## src/sv/bce_pkg.sv

```systemverilog
// types and constants shared by the binomial coefficient engine
// no dependencies; compile first

package bce_pkg;

    localparam int N_W       = 64;             // width of n and of the result
    localparam int K_W       = 6;              // width of k
    localparam int D_W       = K_W + 1;        // step counter, holds k + 1
    localparam int MAX_K     = 63;             // largest k accepted
    localparam int DIG_W     = 8;              // divider / multiplier digit
    localparam int NDIG      = N_W / DIG_W;
    localparam int DIG_CNT_W = $clog2(NDIG);

    typedef enum logic [3:0] {
        ST_IDLE,
        ST_CHECK,
        ST_EUC_TEST,
        ST_EUC_WAIT,
        ST_Q_START,
        ST_Q_WAIT,
        ST_R_START,
        ST_R_WAIT,
        ST_T_START,
        ST_T_WAIT,
        ST_MUL_START,
        ST_MUL_WAIT,
        ST_FINISH
    } state_t;

    // which division the shared divider is doing
    typedef enum logic [1:0] {
        DIV_EUC,    // a % b in the gcd loop
        DIV_Q,      // d / g
        DIV_R,      // r / g
        DIV_T       // m / q
    } div_sel_t;

    typedef struct packed {
        logic     load;
        logic     euc_init;
        logic     div_start;
        logic     div_cap;
        div_sel_t div_sel;
        logic     mul_start;
        logic     mul_cap;
        logic     out_load;
    } ctrl_cmd_t;

    typedef struct packed {
        logic special;      // result already known (k > n, k too big, overflow)
        logic d_gt_k;       // all steps done
        logic b_zero;       // gcd loop finished
        logic div_done;
        logic mul_done;
        logic out_free;     // output register can take a word
    } dp_stat_t;

endpackage

```

## src/sv/bce_if.sv

```systemverilog
// request and response channels of the binomial coefficient engine
// depends on bce_pkg

interface bce_req_if;
    import bce_pkg::*;

    logic           valid;
    logic           ready;
    logic [N_W-1:0] n_value;
    logic [K_W-1:0] k_count;

    modport source (output valid, output n_value, output k_count, input ready);
    modport sink   (input valid, input n_value, input k_count, output ready);
endinterface

interface bce_rsp_if;
    import bce_pkg::*;

    logic           valid;
    logic           ready;
    logic [N_W-1:0] coefficient;
    logic           overflow;

    modport source (output valid, output coefficient, output overflow, input ready);
    modport sink   (input valid, input coefficient, input overflow, output ready);
endinterface

```

## src/sv/bce_div.sv

```systemverilog
// shared divider: 64-bit dividend by 6-bit divisor, one byte of quotient per cycle
// leading zero bytes of the dividend are skipped; depends on bce_pkg

module bce_div (
    input  logic                    clk,
    input  logic                    rst_n,
    input  logic                    start,
    input  logic [bce_pkg::N_W-1:0] dividend,
    input  logic [bce_pkg::K_W-1:0] divisor,
    output logic                    done,
    output logic [bce_pkg::N_W-1:0] quotient,
    output logic [bce_pkg::K_W-1:0] remainder
);
    import bce_pkg::*;

    logic [N_W-1:0]       quo_reg, quo_next;
    logic [K_W-1:0]       rem_reg, rem_next;
    logic [DIG_CNT_W-1:0] cnt_reg, cnt_next;
    logic                 busy_reg, busy_next;
    logic                 done_reg, done_next;

    logic [DIG_CNT_W-1:0] top_byte;
    logic [DIG_CNT_W-1:0] shamt;
    logic [N_W-1:0]       step_quo;
    logic [K_W-1:0]       step_rem;

    // highest nonzero byte of the dividend
    always_comb
    begin
        top_byte = '0;
        for (int i = 0; i < NDIG; i++)
        begin
            if (dividend[i*DIG_W +: DIG_W] != '0)
            begin
                top_byte = DIG_CNT_W'(i);
            end
        end
        shamt = DIG_CNT_W'(NDIG - 1) - top_byte;
    end

    // one byte of restoring division
    always_comb
    begin
        logic [K_W:0]   ext;
        logic [N_W-1:0] w;
        logic [K_W-1:0] r;
        w = quo_reg;
        r = rem_reg;
        for (int j = 0; j < DIG_W; j++)
        begin
            ext = {r, w[N_W-1]};
            w   = {w[N_W-2:0], 1'b0};
            if (ext >= {1'b0, divisor})
            begin
                ext  = ext - {1'b0, divisor};
                w[0] = 1'b1;
            end
            r = ext[K_W-1:0];
        end
        step_quo = w;
        step_rem = r;
    end

    always_comb
    begin
        quo_next  = quo_reg;
        rem_next  = rem_reg;
        cnt_next  = cnt_reg;
        busy_next = busy_reg;
        done_next = 1'b0;
        if (start)
        begin
            quo_next  = dividend << (shamt * DIG_W);
            rem_next  = '0;
            cnt_next  = top_byte;
            busy_next = 1'b1;
        end
        else if (busy_reg)
        begin
            quo_next = step_quo;
            rem_next = step_rem;
            if (cnt_reg == '0)
            begin
                busy_next = 1'b0;
                done_next = 1'b1;
            end
            else
            begin
                cnt_next = cnt_reg - 1'b1;
            end
        end
    end

    always_ff @(posedge clk or negedge rst_n)
    begin
        if (!rst_n)
        begin
            busy_reg <= 1'b0;
            done_reg <= 1'b0;
            cnt_reg  <= '0;
        end
        else
        begin
            busy_reg <= busy_next;
            done_reg <= done_next;
            cnt_reg  <= cnt_next;
        end
    end

    always_ff @(posedge clk)
    begin
        quo_reg <= quo_next;
        rem_reg <= rem_next;
    end

    assign done      = done_reg;
    assign quotient  = quo_reg;
    assign remainder = rem_reg;

endmodule

```

## src/sv/bce_mul.sv

```systemverilog
// 64 x 64 multiplier, one byte of the multiplier per cycle, msb byte first
// flags any product that leaves 64 bits; depends on bce_pkg

module bce_mul (
    input  logic                    clk,
    input  logic                    rst_n,
    input  logic                    start,
    input  logic [bce_pkg::N_W-1:0] multiplicand,
    input  logic [bce_pkg::N_W-1:0] multiplier,
    output logic                    done,
    output logic [bce_pkg::N_W-1:0] product,
    output logic                    ovf
);
    import bce_pkg::*;

    logic [N_W-1:0]       acc_reg, acc_next;
    logic [N_W-1:0]       mcd_reg, mcd_next;
    logic [N_W-1:0]       mpr_reg, mpr_next;
    logic [DIG_CNT_W-1:0] cnt_reg, cnt_next;
    logic                 busy_reg, busy_next;
    logic                 done_reg, done_next;
    logic                 ovf_reg, ovf_next;

    logic [DIG_W-1:0]       digit;
    logic [N_W+DIG_W-1:0]   pp;
    logic [N_W+DIG_W:0]     sum;

    assign digit = mpr_reg[N_W-1 -: DIG_W];
    assign pp    = {{DIG_W{1'b0}}, mcd_reg} * {{N_W{1'b0}}, digit};
    // acc * 256 + multiplicand * digit, top byte of acc checked separately
    assign sum   = {{(DIG_W+1){1'b0}}, acc_reg[N_W-DIG_W-1:0], {DIG_W{1'b0}}}
                 + {1'b0, pp};

    always_comb
    begin
        acc_next  = acc_reg;
        mcd_next  = mcd_reg;
        mpr_next  = mpr_reg;
        cnt_next  = cnt_reg;
        busy_next = busy_reg;
        ovf_next  = ovf_reg;
        done_next = 1'b0;
        if (start)
        begin
            acc_next  = '0;
            mcd_next  = multiplicand;
            mpr_next  = multiplier;
            cnt_next  = DIG_CNT_W'(NDIG - 1);
            busy_next = 1'b1;
            ovf_next  = 1'b0;
        end
        else if (busy_reg)
        begin
            acc_next = sum[N_W-1:0];
            mpr_next = mpr_reg << DIG_W;
            ovf_next = ovf_reg || (acc_reg[N_W-1 -: DIG_W] != '0)
                     || (sum[N_W+DIG_W:N_W] != '0);
            if (cnt_reg == '0)
            begin
                busy_next = 1'b0;
                done_next = 1'b1;
            end
            else
            begin
                cnt_next = cnt_reg - 1'b1;
            end
        end
    end

    always_ff @(posedge clk or negedge rst_n)
    begin
        if (!rst_n)
        begin
            busy_reg <= 1'b0;
            done_reg <= 1'b0;
            cnt_reg  <= '0;
            ovf_reg  <= 1'b0;
        end
        else
        begin
            busy_reg <= busy_next;
            done_reg <= done_next;
            cnt_reg  <= cnt_next;
            ovf_reg  <= ovf_next;
        end
    end

    always_ff @(posedge clk)
    begin
        acc_reg <= acc_next;
        mcd_reg <= mcd_next;
        mpr_reg <= mpr_next;
    end

    assign done    = done_reg;
    assign product = acc_reg;
    assign ovf     = ovf_reg;

endmodule

```

## src/sv/bce_dp.sv

```systemverilog
// datapath: running product, gcd loop registers, shared divider, multiplier,
// output register; depends on bce_pkg, bce_if, bce_div, bce_mul

module bce_dp (
    input  logic                clk,
    input  logic                rst_n,
    input  bce_pkg::ctrl_cmd_t  cmd,
    output bce_pkg::dp_stat_t   stat,
    input  logic [bce_pkg::N_W-1:0] n_value,
    input  logic [bce_pkg::K_W-1:0] k_count,
    bce_rsp_if.source           rsp
);
    import bce_pkg::*;

    logic [N_W-1:0] r_reg, r_next;
    logic [N_W-1:0] m_reg, m_next;
    logic [N_W-1:0] a_reg, a_next;
    logic [N_W-1:0] t_reg, t_next;
    logic [K_W-1:0] b_reg, b_next;
    logic [K_W-1:0] q_reg, q_next;
    logic [K_W-1:0] k_reg, k_next;
    logic [D_W-1:0] d_reg, d_next;
    logic           zero_reg, zero_next;
    logic           ovf_reg, ovf_next;
    logic [N_W-1:0] coef_reg, coef_next;
    logic           oflag_reg, oflag_next;
    logic           ovalid_reg, ovalid_next;

    logic [N_W-1:0] div_dividend;
    logic [K_W-1:0] div_divisor;
    logic           div_done;
    logic [N_W-1:0] div_quo;
    logic [K_W-1:0] div_rem;
    logic           mul_done;
    logic [N_W-1:0] mul_prod;
    logic           mul_ovf;
    logic [K_W-1:0] g;
    logic           k_gt_n;

    // gcd sits in a once the remainder loop has ended
    assign g      = a_reg[K_W-1:0];
    assign k_gt_n = {{(N_W-K_W){1'b0}}, k_count} > n_value;

    always_comb
    begin
        unique case (cmd.div_sel)
            DIV_EUC:
            begin
                div_dividend = a_reg;
                div_divisor  = b_reg;
            end
            DIV_Q:
            begin
                div_dividend = {{(N_W-K_W){1'b0}}, d_reg[K_W-1:0]};
                div_divisor  = g;
            end
            DIV_R:
            begin
                div_dividend = r_reg;
                div_divisor  = g;
            end
            DIV_T:
            begin
                div_dividend = m_reg;
                div_divisor  = q_reg;
            end
        endcase
    end

    bce_div u_div (
        .clk       (clk),
        .rst_n     (rst_n),
        .start     (cmd.div_start),
        .dividend  (div_dividend),
        .divisor   (div_divisor),
        .done      (div_done),
        .quotient  (div_quo),
        .remainder (div_rem)
    );

    bce_mul u_mul (
        .clk          (clk),
        .rst_n        (rst_n),
        .start        (cmd.mul_start),
        .multiplicand (r_reg),
        .multiplier   (t_reg),
        .done         (mul_done),
        .product      (mul_prod),
        .ovf          (mul_ovf)
    );

    always_comb
    begin
        r_next      = r_reg;
        m_next      = m_reg;
        a_next      = a_reg;
        t_next      = t_reg;
        b_next      = b_reg;
        q_next      = q_reg;
        k_next      = k_reg;
        d_next      = d_reg;
        zero_next   = zero_reg;
        ovf_next    = ovf_reg;
        coef_next   = coef_reg;
        oflag_next  = oflag_reg;
        ovalid_next = ovalid_reg && !rsp.ready;

        if (cmd.load)
        begin
            k_next    = k_count;
            m_next    = n_value;
            r_next    = N_W'(1);
            d_next    = D_W'(1);
            zero_next = k_gt_n;
            ovf_next  = !k_gt_n && (int'(k_count) > MAX_K);
        end
        if (cmd.euc_init)
        begin
            a_next = r_reg;
            b_next = d_reg[K_W-1:0];
        end
        if (cmd.div_cap)
        begin
            unique case (cmd.div_sel)
                DIV_EUC:
                begin
                    a_next = {{(N_W-K_W){1'b0}}, b_reg};
                    b_next = div_rem;
                end
                DIV_Q: q_next = div_quo[K_W-1:0];
                DIV_R: r_next = div_quo;
                DIV_T: t_next = div_quo;
            endcase
        end
        if (cmd.mul_cap)
        begin
            if (mul_ovf)
            begin
                ovf_next = 1'b1;
            end
            else
            begin
                r_next = mul_prod;
                m_next = m_reg - 1'b1;
                d_next = d_reg + 1'b1;
            end
        end
        if (cmd.out_load)
        begin
            ovalid_next = 1'b1;
            oflag_next  = ovf_reg && !zero_reg;
            if (zero_reg)
            begin
                coef_next = '0;
            end
            else if (ovf_reg)
            begin
                coef_next = '1;
            end
            else
            begin
                coef_next = r_reg;
            end
        end
    end

    always_ff @(posedge clk or negedge rst_n)
    begin
        if (!rst_n)
        begin
            ovalid_reg <= 1'b0;
            zero_reg   <= 1'b0;
            ovf_reg    <= 1'b0;
            d_reg      <= '0;
            k_reg      <= '0;
        end
        else
        begin
            ovalid_reg <= ovalid_next;
            zero_reg   <= zero_next;
            ovf_reg    <= ovf_next;
            d_reg      <= d_next;
            k_reg      <= k_next;
        end
    end

    always_ff @(posedge clk)
    begin
        r_reg     <= r_next;
        m_reg     <= m_next;
        a_reg     <= a_next;
        t_reg     <= t_next;
        b_reg     <= b_next;
        q_reg     <= q_next;
        coef_reg  <= coef_next;
        oflag_reg <= oflag_next;
    end

    assign stat.special  = zero_reg || ovf_reg;
    assign stat.d_gt_k   = d_reg > {1'b0, k_reg};
    assign stat.b_zero   = (b_reg == '0);
    assign stat.div_done = div_done;
    assign stat.mul_done = mul_done;
    assign stat.out_free = !ovalid_reg || rsp.ready;

    assign rsp.valid       = ovalid_reg;
    assign rsp.coefficient = coef_reg;
    assign rsp.overflow    = oflag_reg;

endmodule

```

## src/sv/bce_ctrl.sv

```systemverilog
// controller: sequences the gcd loop, the three divisions and the multiply
// for each step d; depends on bce_pkg

module bce_ctrl (
    input  logic               clk,
    input  logic               rst_n,
    input  logic               in_valid,
    output logic               in_ready,
    input  bce_pkg::dp_stat_t  stat,
    output bce_pkg::ctrl_cmd_t cmd
);
    import bce_pkg::*;

    state_t state_reg, state_next;

    always_comb
    begin
        state_next = state_reg;
        unique case (state_reg)
            ST_IDLE:
            begin
                if (in_valid)
                begin
                    state_next = ST_CHECK;
                end
            end
            ST_CHECK:
            begin
                if (stat.special || stat.d_gt_k)
                begin
                    state_next = ST_FINISH;
                end
                else
                begin
                    state_next = ST_EUC_TEST;
                end
            end
            ST_EUC_TEST:
            begin
                if (stat.b_zero)
                begin
                    state_next = ST_Q_START;
                end
                else
                begin
                    state_next = ST_EUC_WAIT;
                end
            end
            ST_EUC_WAIT:  if (stat.div_done) state_next = ST_EUC_TEST;
            ST_Q_START:   state_next = ST_Q_WAIT;
            ST_Q_WAIT:    if (stat.div_done) state_next = ST_R_START;
            ST_R_START:   state_next = ST_R_WAIT;
            ST_R_WAIT:    if (stat.div_done) state_next = ST_T_START;
            ST_T_START:   state_next = ST_T_WAIT;
            ST_T_WAIT:    if (stat.div_done) state_next = ST_MUL_START;
            ST_MUL_START: state_next = ST_MUL_WAIT;
            ST_MUL_WAIT:  if (stat.mul_done) state_next = ST_CHECK;
            ST_FINISH:    if (stat.out_free) state_next = ST_IDLE;
            default:      state_next = ST_IDLE;
        endcase
    end

    always_comb
    begin
        cmd      = '0;
        cmd.div_sel = DIV_EUC;
        in_ready = 1'b0;
        unique case (state_reg)
            ST_IDLE:
            begin
                in_ready = 1'b1;
                cmd.load = in_valid;
            end
            ST_CHECK:
            begin
                cmd.euc_init = !(stat.special || stat.d_gt_k);
            end
            ST_EUC_TEST:
            begin
                cmd.div_start = !stat.b_zero;
            end
            ST_EUC_WAIT:
            begin
                cmd.div_cap = stat.div_done;
            end
            ST_Q_START:
            begin
                cmd.div_sel   = DIV_Q;
                cmd.div_start = 1'b1;
            end
            ST_Q_WAIT:
            begin
                cmd.div_sel = DIV_Q;
                cmd.div_cap = stat.div_done;
            end
            ST_R_START:
            begin
                cmd.div_sel   = DIV_R;
                cmd.div_start = 1'b1;
            end
            ST_R_WAIT:
            begin
                cmd.div_sel = DIV_R;
                cmd.div_cap = stat.div_done;
            end
            ST_T_START:
            begin
                cmd.div_sel   = DIV_T;
                cmd.div_start = 1'b1;
            end
            ST_T_WAIT:
            begin
                cmd.div_sel = DIV_T;
                cmd.div_cap = stat.div_done;
            end
            ST_MUL_START:
            begin
                cmd.mul_start = 1'b1;
            end
            ST_MUL_WAIT:
            begin
                cmd.mul_cap = stat.mul_done;
            end
            ST_FINISH:
            begin
                cmd.out_load = stat.out_free;
            end
            default:
            begin
                in_ready = 1'b0;
            end
        endcase
    end

    always_ff @(posedge clk or negedge rst_n)
    begin
        if (!rst_n)
        begin
            state_reg <= ST_IDLE;
        end
        else
        begin
            state_reg <= state_next;
        end
    end

endmodule

```

## src/sv/binomial_coefficient_engine.sv

```systemverilog
// Binomial coefficient engine: takes n (64 bits) and k (6 bits) on req and returns
// C(n,k) on rsp, with overflow set and the coefficient all ones when an intermediate
// product leaves 64 bits; k greater than n gives 0. One request is worked at a time:
// a request is taken only while the engine is idle, but a finished word may wait in
// the output register while the next request is taken. Each step d = 1..k runs
// Euclid's remainder loop for gcd(r,d) and three divisions on one shared divider
// that retires one byte of quotient per cycle (skipping leading zero bytes), then a
// byte-serial multiplier. The time a step takes depends on operand sizes and the
// length of the remainder loop, and a request may also wait for the output register
// to free up.
// Depends on bce_pkg, bce_if, bce_ctrl and bce_dp.

module binomial_coefficient_engine (
    input  logic      clk,
    input  logic      rst_n,
    bce_req_if.sink   req,
    bce_rsp_if.source rsp
);
    import bce_pkg::*;

    ctrl_cmd_t cmd;
    dp_stat_t  stat;

    bce_ctrl u_ctrl (
        .clk      (clk),
        .rst_n    (rst_n),
        .in_valid (req.valid),
        .in_ready (req.ready),
        .stat     (stat),
        .cmd      (cmd)
    );

    bce_dp u_dp (
        .clk     (clk),
        .rst_n   (rst_n),
        .cmd     (cmd),
        .stat    (stat),
        .n_value (req.n_value),
        .k_count (req.k_count),
        .rsp     (rsp)
    );

endmodule

```

## src/flat_wrapper.sv

```systemverilog
// flat-port wrapper written by rule: the top's interface ports become plain ports
module binomial_coefficient_engine_flat import bce_pkg::*;
  (clk, rst_n, req_valid, req_n_value, req_k_count, req_ready, rsp_valid, rsp_coefficient, rsp_overflow, rsp_ready);
  bce_req_if req_i ();
  bce_rsp_if rsp_i ();
  input  logic clk;
  input  logic rst_n;
  input wire logic [$bits(req_i.valid)-1:0] req_valid;
  input wire logic [$bits(req_i.n_value)-1:0] req_n_value;
  input wire logic [$bits(req_i.k_count)-1:0] req_k_count;
  output wire logic [$bits(req_i.ready)-1:0] req_ready;
  output wire logic [$bits(rsp_i.valid)-1:0] rsp_valid;
  output wire logic [$bits(rsp_i.coefficient)-1:0] rsp_coefficient;
  output wire logic [$bits(rsp_i.overflow)-1:0] rsp_overflow;
  input wire logic [$bits(rsp_i.ready)-1:0] rsp_ready;
  assign req_i.valid = req_valid;
  assign req_i.n_value = req_n_value;
  assign req_i.k_count = req_k_count;
  assign req_ready = req_i.ready;
  assign rsp_valid = rsp_i.valid;
  assign rsp_coefficient = rsp_i.coefficient;
  assign rsp_overflow = rsp_i.overflow;
  assign rsp_i.ready = rsp_ready;
  binomial_coefficient_engine u_core (.clk(clk), .rst_n(rst_n), .req(req_i), .rsp(rsp_i));
endmodule
```

## config.mk

```make
export PLATFORM = sky130hd
export DESIGN_NAME = binomial_coefficient_engine_flat
export DESIGN_NICKNAME = d
export VERILOG_FILES = /design/src/sv/bce_pkg.sv /design/src/sv/bce_if.sv /design/src/sv/bce_div.sv /design/src/sv/bce_mul.sv /design/src/sv/bce_dp.sv /design/src/sv/bce_ctrl.sv /design/src/sv/binomial_coefficient_engine.sv /design/src/flat_wrapper.sv
export SDC_FILE = /design/constraint.sdc
export NUM_CORES = 2
export LEC_CHECK = 0
export BUFFER_PORTS_ARGS = -buffer_cell sky130_fd_sc_hd__buf_2
export CORE_MARGIN = 4
export CORE_UTILIZATION = 57
export DETAILED_ROUTE_END_ITERATION = 7
export HOLD_SLACK_MARGIN = 0.03
export PLACE_DENSITY = 0.74
export SETUP_SLACK_MARGIN = 0.05
export SKIP_LAST_GASP = 1
export SLEW_MARGIN = 20
export SYNTH_ARGS = -nofsm -noshare
export SYNTH_HDL_FRONTEND = slang
export SYNTH_SLANG_ARGS = --single-unit
export TNS_END_PERCENT = 1
```

## constraint.sdc

```tcl
create_clock -name clk -period 41.6 [get_ports clk]
set_clock_uncertainty 0.1 [all_clocks]
set_input_delay 8.32 -clock clk [delete_from_list [all_inputs] [get_ports clk]]
set_output_delay 8.32 -clock clk [all_outputs]
set_load 0.05 [all_outputs]
```

==> out/metrics.cfg <==
[clocking]
cts_htree_levels = 3
ctsResizeCount = 0
post-cts-setup-buffer-count = 0
cts_buffers = 67
root_buffer = clkbuf_16
cts-hold-fix-buffers = 0
clk_latency_ns = 0.65
cts_tree = built
clock-sinks = 626
cts_buffer_depth = 3
clk_pin_slew_ns = 0.06

[global_route]
antenna_found_initial = 6
globalRouteOverflowTotal = 0
grt_usage = 0.330
grt_max_degree = 132
grt_pass1_vias = 38900
grt_pass1_wl_mm = 229

[cells_and_area]
multiInputGateArea_sq_um = 28700
layout_common_cells = 848 x nand2_1, 587 x inv_1, 439 x nor2_1
syn_to_final_growth_pct = 8.21
drive_gt1_frac = 0.0784
antenna_cells = 0
final_common_cell = nand2_1
seq_area_sq_um = 16000
fin_util = 0.626
num-fill-cells = 6904
fin_nets = 5919

[yosys]
syn_nets = 5918
yosysSeqAreaShare = 0.334
synth_edf_count = 327
synth-seq-cells = 626
synth_cell_types = 90
synth_cells = 5248
synth_area_sq_um = 47800
async_flop_share = 0.0495
synth_ff_type = edfxtp_1
syn_avg_cell_area_sq_um = 9.11
yosys_warnings = 0

[die]
ioPinCount = 141
dieArea_sq_um = 88600
initial_core_util = 0.579
coreArea_sq_um = 82600
die_y_um = 298
row_count = 105
dieWidth_um = 298

[place]
place_hpwl_mm = 108
pre_cts_slack_ns = 20.11
place_congestion = 0.954
port_buffers = 140

[power_and_ir_drop]
leakage_nw = 22.8
power_density_nw_per_um2 = 24.6
irDropWorstVdd_mv = 0.0288
power_mw = 1.27

[drt]
vias = 39500
dr.pass1.iters = 6
wire_per_inst_um = 23.1
ant_nets = 0
drt_iter0_drc = 4397
drc = 0
wirelength_mm = 147
via_per_inst = 6.19

[setup_path]
startpoint_type = register
cp.arrival_ns = 22.07
endpoint_kind = register
timing.critical_path.mode_cell = o21ai_0
max_stage_delay_ns = 0.83
crit_path_top_delay_cell = a221oi_2
worst-setup-path-type = register to register
path_max_fanout = 78
required_ns = 42.02

[flow_run]
cap_violations = 0

[sta]
rsz0062_at_grt = no
hold_viol = 0
fin_tns_setup_ns = 0
fmax_mhz = 46.2
finalMaxSlewViolations = 0
worst_slew_pin_slew_ns = 1.13
period_share = 0.520
fin_crit_ns = 21.64
setup_viol = 0
layout_setup_ws_ns = 19.96
maxSlewHeadroom = 0.245

[min_path]
hp-class = register to register

[outcome]
status = completed

-- worst max-delay path: cells and delay by family, from the launching register on --
family,cells,cell delay [ns]
AOI/OAI and AO/OA,46,11.49
buffers and inverters,6,1.29
adders and majority gates,8,2.33
muxes,4,1.39
DFF,1,0.48
and+or+nand+nor,23,4.37
-- kinds of logic (layout without fill, tap and decap cells) --
group	Yosys count	after routing	share of synthesized area
mux	156	156	0.0341
flops	626	626	0.334
simple gates	1853	1853	0.174
xor+xnor	96	96	0.0176
buf+inv	873	929	0.0688
compound gates	1046	1046	0.147
fa+ha+maj	598	598	0.225
-- worst paths after layout --
kind	slack, ns	cells past startpoint	from	endpoint
worst min register to register	0.37	2	u_core.u_dp.a_reg[51]	u_core.u_dp.a_reg[51]
worst min-delay path	0.37	2	u_core.u_dp.a_reg[51]	u_core.u_dp.a_reg[51]
max in group asynchronous	33.06	1	rst_n	u_core.u_dp.u_mul.busy_reg
worst max register to register	19.96	87	u_core.u_ctrl.state_reg[3]	u_core.u_dp.u_div.remainder[4]
worst max-delay path	19.96	87	u_core.u_ctrl.state_reg[3]	u_core.u_dp.u_div.remainder[4]
min in group asynchronous	7.69	1	rst_n	u_core.u_dp.k_reg[4]
-- synthesized netlist by cell type, types with 61 or more instances --
library cell	count	area, sq um
nand2_1	849	3190
inv_1	589	2210
nor2_1	446	1670
fa_1	436	8730
edfxtp_1	327	9820
a21oi_1	268	1340
dfxtp_1	268	5370
and2_1	249	1560
clkbuf_1	248	931
o21ai_0	236	1180
ha_1	160	2000
mux2i_1	122	1220
a221oi_1	121	1060
xnor2_1	61	534
-- final cells by class --
| class | instances | share of cell area |
|---|---|---|
| repair buffers | 213 | 0.0241 |
| flip-flops and latches | 626 | 0.309 |
| inverters | 592 | 0.0430 |
| clock buffers | 99 | 0.0385 |
| well taps | 1070 | 0.0259 |
| clock inverters | 25 | 0.00614 |
| multi-input cells | 3749 | 0.554 |
-- per-stage QoR --
stage	std cells	instance area (sq um)	hold slack (ns)
floorplan	5248	47800	0.337
global placement	6250	49400	0.357
detailed placement	6250	49400	0.364
CTS	6374	51800	0.372
global route	6374	51800	0.390
finish	6374	51800	0.372
-- power by group --
group          internal, mW  total (mW)           switching, mW
combinational       0.00327     0.00804                 0.00475
clock                 0.352       0.620                   0.268
sequential            0.643       0.643  0.00000000000000000376
-- metal layers --
metal  share of wire  GRT usage
met5        0.000088          0
met4           0.046      0.139
met3            0.11     0.0736
met2            0.45      0.520
met1            0.39      0.443
(Power assumes the default switching activity.)
